--- src/assert_macros.svh ---
// Assertion macros shared by the matcher RTL.
`ifndef ASSERT_MACROS_SVH
`define ASSERT_MACROS_SVH
`ifndef SYNTHESIS
`define RPWM_ASSERT(name, clk, rstn, expr) \
  name: assert property (@(posedge clk) disable iff (!rstn) (expr)) \
    else $error("rpwm assertion failed");
`define RPWM_ASSERT_IMP(name, clk, rstn, ante, cons) \
  name: assert property (@(posedge clk) disable iff (!rstn) (ante) |-> (cons)) \
    else $error("rpwm implication failed");
`else
`define RPWM_ASSERT(name, clk, rstn, expr)
`define RPWM_ASSERT_IMP(name, clk, rstn, ante, cons)
`endif
`endif

--- src/rpwm_pkg.sv ---
// Shared types and constants of the repetition pattern window matcher.
`default_nettype none
package rpwm_pkg;
  localparam int MAX_LEN_DEF  = 64;
  localparam int WORD_IDS_DEF = 65536;
  localparam int WORD_W  = 16;
  localparam int POS_W   = 32;
  localparam int EPOCH_W = 16;

  typedef enum logic [1:0] {
    OP_PAT_BEGIN = 2'd0,
    OP_PAT_WORD  = 2'd1,
    OP_REC_BEGIN = 2'd2,
    OP_SRC_WORD  = 2'd3
  } op_t;

  typedef enum logic [2:0] {
    S_CLEAR, S_IDLE, S_DEC, S_MOD, S_READ, S_CALC, S_MATCH, S_WRAP
  } state_t;

  typedef struct packed {
    logic load;
    logic op_en;
    logic mod_start;
    logic mod_step;
    logic rd_en;
    logic calc_en;
    logic match_en;
    logic clr_we;
    logic wrap_fix;
  } cmd_t;

  typedef struct packed {
    op_t  op;
    logic pat_full;
    logic wrap;
    logic clr_last;
    logic mod_last;
  } stat_t;
endpackage
`default_nettype wire

--- src/rpwm_ctrl.sv ---
// Controller state machine of the matcher.
`default_nettype none
`include "assert_macros.svh"
module rpwm_ctrl
  import rpwm_pkg::*;
(
  input  wire       clk,
  input  wire       rst_n,
  input  wire       in_valid,
  output logic      in_ready,
  output logic      out_valid,
  input  wire       out_ready,
  input  var stat_t stat,
  output cmd_t      cmd
);
  state_t state_r, state_nxt;
  logic   outq_r, outq_nxt;

  always_ff @(posedge clk) begin
    if (!rst_n) begin
      state_r <= S_CLEAR;
      outq_r  <= 1'b0;
    end else begin
      state_r <= state_nxt;
      outq_r  <= outq_nxt;
    end
  end

  // next state; a finished item waits in outq_r until taken
  always_comb begin
    state_nxt = state_r;
    outq_nxt  = outq_r;
    if (outq_r && out_ready) begin
      outq_nxt = 1'b0;
    end
    case (state_r)
      S_CLEAR: begin
        if (stat.clr_last) state_nxt = S_IDLE;
      end
      S_IDLE: begin
        if (in_valid && !outq_r) state_nxt = S_DEC;
      end
      S_DEC: begin
        case (stat.op)
          OP_PAT_BEGIN, OP_REC_BEGIN: begin
            if (stat.wrap) begin
              state_nxt = S_WRAP;
            end else begin
              state_nxt = S_IDLE;
              outq_nxt  = 1'b1;
            end
          end
          OP_PAT_WORD: begin
            if (stat.pat_full) begin
              state_nxt = S_IDLE;
              outq_nxt  = 1'b1;
            end else begin
              state_nxt = S_MOD;
            end
          end
          default: state_nxt = S_MOD;
        endcase
      end
      S_MOD: begin
        if (stat.mod_last) state_nxt = S_READ;
      end
      S_READ: state_nxt = S_CALC;
      S_CALC: begin
        if (stat.op == OP_PAT_WORD) begin
          state_nxt = S_IDLE;
          outq_nxt  = 1'b1;
        end else begin
          state_nxt = S_MATCH;
        end
      end
      S_MATCH: begin
        state_nxt = S_IDLE;
        outq_nxt  = 1'b1;
      end
      S_WRAP: begin
        if (stat.clr_last) begin
          state_nxt = S_IDLE;
          outq_nxt  = 1'b1;
        end
      end
      default: state_nxt = S_CLEAR;
    endcase
  end

  always_comb begin
    cmd       = '0;
    in_ready  = (state_r == S_IDLE) && !outq_r;
    out_valid = outq_r;
    case (state_r)
      S_CLEAR: cmd.clr_we = 1'b1;
      S_IDLE:  cmd.load = in_valid && !outq_r;
      S_DEC: begin
        cmd.op_en     = 1'b1;
        cmd.mod_start = 1'b1;
      end
      S_MOD:   cmd.mod_step = 1'b1;
      S_READ:  cmd.rd_en = 1'b1;
      S_CALC:  cmd.calc_en = 1'b1;
      S_MATCH: cmd.match_en = 1'b1;
      S_WRAP: begin
        cmd.clr_we   = 1'b1;
        cmd.wrap_fix = stat.clr_last;
      end
      default: cmd = '0;
    endcase
  end

  `RPWM_ASSERT_IMP(a_no_accept_in_clear, clk, rst_n, cmd.clr_we, !in_ready)
  `RPWM_ASSERT_IMP(a_calc_not_full, clk, rst_n, cmd.calc_en && stat.op == OP_PAT_WORD, !stat.pat_full)
  `RPWM_ASSERT_IMP(a_out_holds, clk, rst_n, out_valid && !out_ready, ##1 out_valid)
endmodule
`default_nettype wire

--- config.mk ---
export PLATFORM = sky130hd
export DESIGN_NAME = rpwm_ctrl
export DESIGN_NICKNAME = d
export VERILOG_FILES = /design/src/rpwm_pkg.sv /design/src/rpwm_ctrl.sv
export VERILOG_INCLUDE_DIRS = /design/src /design/src/src
export SDC_FILE = /design/constraint.sdc
export NUM_CORES = 1
export LEC_CHECK = 0
export ABC_AREA = 1
export BUFFER_PORTS_ARGS = -buffer_cell sky130_fd_sc_hd__clkbuf_2
export CAP_MARGIN = 10
export CORE_AREA = 2 2 39 41
export DETAILED_ROUTE_END_ITERATION = 10
export DIE_AREA = 0 0 41 43
export HOLD_SLACK_MARGIN = 0.1
export PLACE_DENSITY = 0.62
export SETUP_SLACK_MARGIN = 0.1
export SYNTH_ARGS = -nofsm -noshare
export SYNTH_HDL_FRONTEND = slang
export SYNTH_SLANG_ARGS = --single-unit
--- constraint.sdc ---
create_clock -name clk -period 2.5 [get_ports clk]
set_clock_uncertainty 0.1 [all_clocks]
set_input_delay 0.125 -clock clk [delete_from_list [all_inputs] [get_ports clk]]
set_output_delay 0.125 -clock clk [all_outputs]
set_load 0.1 [all_outputs]
==> results.cfg, run 1 <==
[timing]
rsz0062_at_grt = no
setup_viol_count_final = 0
slew_headroom_pct = 63.3
worstMarginPinSlew_ps = 552
min_period_over_period_pct = 74.1
fin_setup_tns_ps = 0
min_period_ps = 1850
timing.fmax_mhz = 540
hold_violations = 0
slew_viol_final = 0

[logic_synthesis]
avgSynthCellArea_sq_um = 5.76
yosysMostFrequentCell = nand2_1
ys_seq_area_share_pct = 18.6
synth.area.top_cells = dfxtp_1 19%, nand2_1 15%, inv_1 12%, nor2_1 12%, nand2_2 7.2%
syn_nets = 85
synth_top_area_share_pct = 18.6
synth.distinct_cells = 20
syn_area_sq_um = 432
ys_seq_elements = 4
synth_edf_count = 0
synth_common_cells = 17 x nand2_1, 14 x inv_1, 14 x nor2_1
synth_top_area_cell = dfxtp_1
async_flop_share_pct = 0
yosysWarnings = 0
syn-instance-count = 75
ys.flop_type = dfxtp_1

[global_routing]
grt_max_degree = 11
overflow = 0
grt_pass1_wl_um = 1900
antenna_found_initial = 0
grt_pass1_vias = 471
grt.total_usage_pct = 15.2

[floorplan]
dieHeight_um = 43
ios = 21
die_w_um = 41
initial_core_util_pct = 31.2
rows = 14
dieArea_sq_um = 1760
coreArea_sq_um = 1380

[layout]
diodes = 0
synthToLayoutAreaGrowth_pct = 29.9
drive_above_1_share_pct = 38.5
finalNetCount = 108

[placement]
routabilityCongestion = 0.749
portBuffers = 20
dp_hpwl_um = 822

[critical_path]
reg2regPathDepth = 7
critPathLaunchType = flop
cp.arrival_ps = 1630
regToRegEndpoint = state_r[2]
r2r-start = state_r[2]
path_cells = nand2_2, nor2_2, inv_1, nor2_1, clkbuf_2
rrSetupSlack_ps = 1050
crit_path_max_fanout = 8
crit_path_top_delay_cell = dfxtp_1
worstPathRequired_ps = 2280
end_kind = primary output
critical_path_class = reg2out
worst_path_largest_cell_delay_ps = 460

[cts]
numCtsBuffers = 3
clkSinkCount = 4
insertion_delay_ps = 240
cts_setup_buffers = 0
htreeDepth = 1
cts_root_buf = clkbuf_4
cts_max_path_buffers = 2
path_clk_slew_ps = 40
cts_tree = built

[worst_hold_path]
min_from = stat[0]
hold_depth = 6
hold_path_end = state_r[0]
min_path_type = in2reg

[drt]
wl_per_cell_um = 9.22
wl_um = 1030
drc_errors = 0
vias_per_cell = 4.35
drt-pass1-iter-count = 3
drt-initial-drc-count = 5
ant_nets = 0
vias = 487

[run]
max_cap_violations = 0

[run_status]
status = finished, final reports clean
[sequential cells by signal, summed over array words and instances, names as in the netlist]
register / flops
state_r: 3
out_valid: 1
[how the worst max path moves through the flow]
| stage | start | endpoint | slack [ps] | cells after the start |
|---|---|---|---|---|
| after floorplan | state_r[2] | state_r[2] | 150 | 7 |
| after global placement | state_r[0] | in_ready | 920 | 5 |
| after detailed placement | state_r[0] | in_ready | 910 | 5 |
| after CTS | state_r[0] | in_ready | 640 | 5 |
| after global routing | state_r[0] | in_ready | 490 | 5 |
| final | state_r[0] | in_ready | 650 | 5 |
[final cells by class]
| type | count | area (sq um) |
|---|---|---|
| clock buffer | 3 | 22.5 |
| tap | 16 | 20.0 |
| inverter | 16 | 60.1 |
| fill | 162 | 823 |
| timing repair buffer | 21 | 110 |
| multi-input combinational | 52 | 268 |
| sequential | 4 | 80.1 |
[metrics by stage]
stage / util [%] / setup WS (ps) / area, sq um / cells / hold slack, ps
6_report: 40.5 / 647 / 561 / 112 / 233
5_1_grt: 40.5 / 493 / 561 / 112 / 279
4_1_cts: 40.5 / 639 / 561 / 112 / 242
3_5_place_dp: 38.2 / 906 / 528 / 108 / 268
3_3_place_gp: 38.2 / 923 / 528 / 108 / 262
2_1_floorplan: - / 152 / 434 / 75 / 123
[layout by cell type (no fill, tap or decap)]
cell type	count
nand3_4	1
nand2_2	5
inv_1	14
dlygate4sd3_1	1
o21a_1	1
inv_2	2
o22ai_1	1
a21oi_1	4
nand2_1	17
nor2_2	3
dfxtp_1	4
nor2_1	13
clkbuf_4	3
nand4_1	1
clkbuf_2	20
nand3_2	1
o21ai_1	1
nand2_4	1
nor2_4	1
o21ai_0	1
nand3_1	1
[per-layer routing]
layer | routed length (um) | global-route usage (%) | share of wire, % | vias up
met4 | 11 | 4.00 | 1.1 | 0
met3 | 37 | 3.14 | 3.6 | 2
met2 | 529 | 22.5 | 51 | 10
met1 | 454 | 21.5 | 44 | 210
li1 | - | - | - | 265
met5 | 0 | 0 | 0 | -
[repair_timing]
action / CTS / global route
hold buffers: 1 / 0
resized for setup: 0 / 0
endpoints found under the hold margin: 4 / 0
endpoints found under the setup margin: 0 / 0
[kinds of logic (layout without fill, tap and decap cells)]
family,Yosys count,after routing,share of synthesized area (%)
AO/OA/AOI/OAI,8,8,10.1
AND/OR/NAND/NOR,44,44,51.3
buffers and inverters,19,40,20.0
flip-flops,4,4,18.6
[critical path, delay by kind of cell, from the launching register on]
| kind | cells | cell delay (ps) |
|---|---|---|
| flops | 1 | 460 |
| simple gates | 3 | 370 |
| buf+inv | 2 | 560 |
Power of run 1 is not shown: default switching activity piles up to over one toggle a cycle in this logic, so the estimate is an artifact.
==> inputs of run 2 (changes only) <==
--- a/config.mk
+++ b/config.mk
@@ -6,14 +6,14 @@
 export SDC_FILE = /design/constraint.sdc
 export NUM_CORES = 1
 export LEC_CHECK = 0
-export ABC_AREA = 1
+export ABC_AREA = 0
 export BUFFER_PORTS_ARGS = -buffer_cell sky130_fd_sc_hd__clkbuf_2
 export CAP_MARGIN = 10
 export CORE_AREA = 2 2 39 41
 export DETAILED_ROUTE_END_ITERATION = 10
 export DIE_AREA = 0 0 41 43
 export HOLD_SLACK_MARGIN = 0.1
-export PLACE_DENSITY = 0.62
+export PLACE_DENSITY = 0.59
 export SETUP_SLACK_MARGIN = 0.1
 export SYNTH_ARGS = -nofsm -noshare
 export SYNTH_HDL_FRONTEND = slang
==> constraint.sdc (replaced) <==
create_clock -name clk -period 1.6 [get_ports clk]
set_clock_uncertainty 0.1 [all_clocks]
set_input_delay 0.08 -clock clk [delete_from_list [all_inputs] [get_ports clk]]
set_output_delay 0.08 -clock clk [all_outputs]
set_load 0.1 [all_outputs]
==> run 2 against run 1 <==
- first-iteration DRC count increased by 40%
- sequential cell count unchanged
- via count increased by 0.82%
- global-route usage increased by 0.99 points
- area after synthesis decreased by 14%
- final cell count decreased by 9.8%
- highest routed layer is now met3
==> results.cfg, run 2 <==
[critical_path]
cp.arrival_ps = 1330
critPathLaunchType = flop
path_cells = buf_6, or3_4, nand2_4, buf_12
worst_path_largest_cell_delay_ps = 370
crit_path_max_fanout = 7
critical_path_class = reg2out
crit_path_top_delay_cell = or3_4
worstPathRequired_ps = 1420
end_kind = primary output

[floorplan]
rows = 14
dieHeight_um = 43
initial_core_util_pct = 26.9
dieArea_sq_um = 1760
ios = 21
coreArea_sq_um = 1380
die_w_um = 41

[cts]
cts_max_path_buffers = 2
path_clk_slew_ps = 40
insertion_delay_ps = 240
htreeDepth = 1
cts_root_buf = clkbuf_4
cts_tree = built
clkSinkCount = 4
numCtsBuffers = 3

[drt]
vias = 491
drc_errors = 0
wl_met2_um = 591
drt-initial-drc-count = 7
wl_per_cell_um = 11.1
ant_nets = 0
drt-pass1-iter-count = 4
dr.max_layer_used = met3
wl_met1_um = 477
met3_wirelength_um = 56
wl_um = 1130
vias_per_cell = 4.86

[layout]
synthToLayoutAreaGrowth_pct = 128
drive_above_1_share_pct = 62.4
top_register = state_r
largest_reg_flops = 3
mostFrequentLayoutCells = 10 x clkbuf_2, 10 x buf_12, 8 x buf_4
fillCellCount = 106
finalNetCount = 96
diodes = 0

[logic_synthesis]
yosysMostFrequentCell = nor2_1
async_flop_share_pct = 0
yosysWarnings = 0
synth.distinct_cells = 26
ys.flop_type = dfxtp_1
syn_area_sq_um = 372
synth_top_area_share_pct = 21.5
synth_top_area_cell = dfxtp_1
synth_edf_count = 0
avgSynthCellArea_sq_um = 7.01
synth_common_cells = 8 x nor2_1, 5 x nand2_1, 4 x dfxtp_1, 4 x inv_1
ys_seq_elements = 4
ys_seq_area_share_pct = 21.5
syn_nets = 63
synth.area.top_cells = dfxtp_1 22%, nor2_1 8.1%, nand2_1 5.1%, nand2b_1 5.1%, a31o_1 4.7%
syn-instance-count = 53

[timing]
hold-worst-slack_ps = 177
rsz0062_at_grt = yes
layout_setup_ws_ps = 87.6
min_period_over_period_pct = 94.5
slew_viol_final = 0
slew_headroom_pct = 64.2
worstMarginPinSlew_ps = 539
fin_setup_tns_ps = 0
hold_violations = 0
min_period_ps = 1510
setup_viol_count_final = 0
timing.fmax_mhz = 661

[global_routing]
grt_max_degree = 11
antenna_found_initial = 0
grt.total_usage_pct = 16.1
grt_pass1_wl_um = 1950
overflow = 0
grt_pass1_vias = 462

[placement]
routabilityCongestion = 0.792
dp_hpwl_um = 889
post-place-ws_ps = 75.4
portBuffers = 20

[pwr]
seqPwrFrac_pct = 18.7
p_per_area_nw_per_um2 = 734
clkPwrFrac_pct = 22.1
p_leak_nw = 0.340
power.switching_w = 0.000271
p_comb_share_pct = 59.1
internal-power_w = 0.000352
ir_worst_vdd_mv = 0.440
switching_share_pct = 43.5

[run_status]
status = finished, final reports clean

[run]
max_cap_violations = 0

[worst_hold_path]
min_path_type = in2reg
run 2: repair_timing:
item / 4_1_cts / 5_1_grt
pin swaps: 4 / 4
setup endpoints to repair: 8 / 12
buffers inserted: 3 / 1
hold buffers: 2 / 0
endpoints found under the hold margin: 4 / 0
gates resized for setup: 3 / 7
run 2: kinds of logic (layout without fill, tap and decap cells):
group           count (synthesis)  count (layout)  share of synthesized area [%]
flops                           4               4                           21.5
simple gates                   26              26                           37.0
buf+inv                         8              40                           10.1
compound gates                 15              15                           31.3
run 2: area by class of cell:
| type | count | area (sq um) | area share (%) |
|---|---|---|---|
| Timing Repair Buffer | 32 | 353 | 41.6 |
| Multi-Input combinational cell | 41 | 342 | 40.3 |
| Sequential cell | 4 | 90.1 | 10.6 |
| Clock buffer | 4 | 26.3 | 3.10 |
| Tap cell | 16 | 20.0 | 2.36 |
| Inverter | 4 | 17.5 | 2.06 |
run 2: power by group through the flow:
stage	Clock, W	Sequential (W)	Combinational, W
finish	0.000138	0.000117	0.000368
global route	0.000153	0.000118	0.000386
CTS	0.000149	0.000115	0.000350
detailed placement	0	0.000120	0.000329
global placement	0	0.000120	0.000326
floorplan	0	0.000120	0.000222
run 2: worst paths after layout:
path	startpoint	endpoint	slack, ps	cells after the start
setup / recovery	state_r[0]	cmd[1]	90	4
hold / removal	stat[1]	state_r[1]	180	3
setup reg to reg	state_r[0]	state_r[2]	90	4
hold reg to reg	state_r[0]	state_r[0]	540	2
run 2: worst max-delay path: cells and delay by family (launching register included):
kind,cells,cell delay [ps]
simple gates,2,440
flops,1,350
buf+inv,2,310
run 2: per-stage QoR:
step	util, %	power, W	instance area, sq um	cells
2_1_floorplan	-	0.000342	448	53
3_3_place_gp	52.6	0.000446	728	91
3_5_place_dp	52.6	0.000449	728	91
4_1_cts	58.3	0.000614	807	100
5_1_grt	61.3	0.000657	848	101
6_report	61.3	0.000623	848	101
run 2: layer usage:
layer	up-vias	track usage, %
met1	222	19.9
met2	14	22.8
met5	-	0
met3	0	4.71
met4	0	11.3
li1	255	-
(Power assumes the default switching activity.)
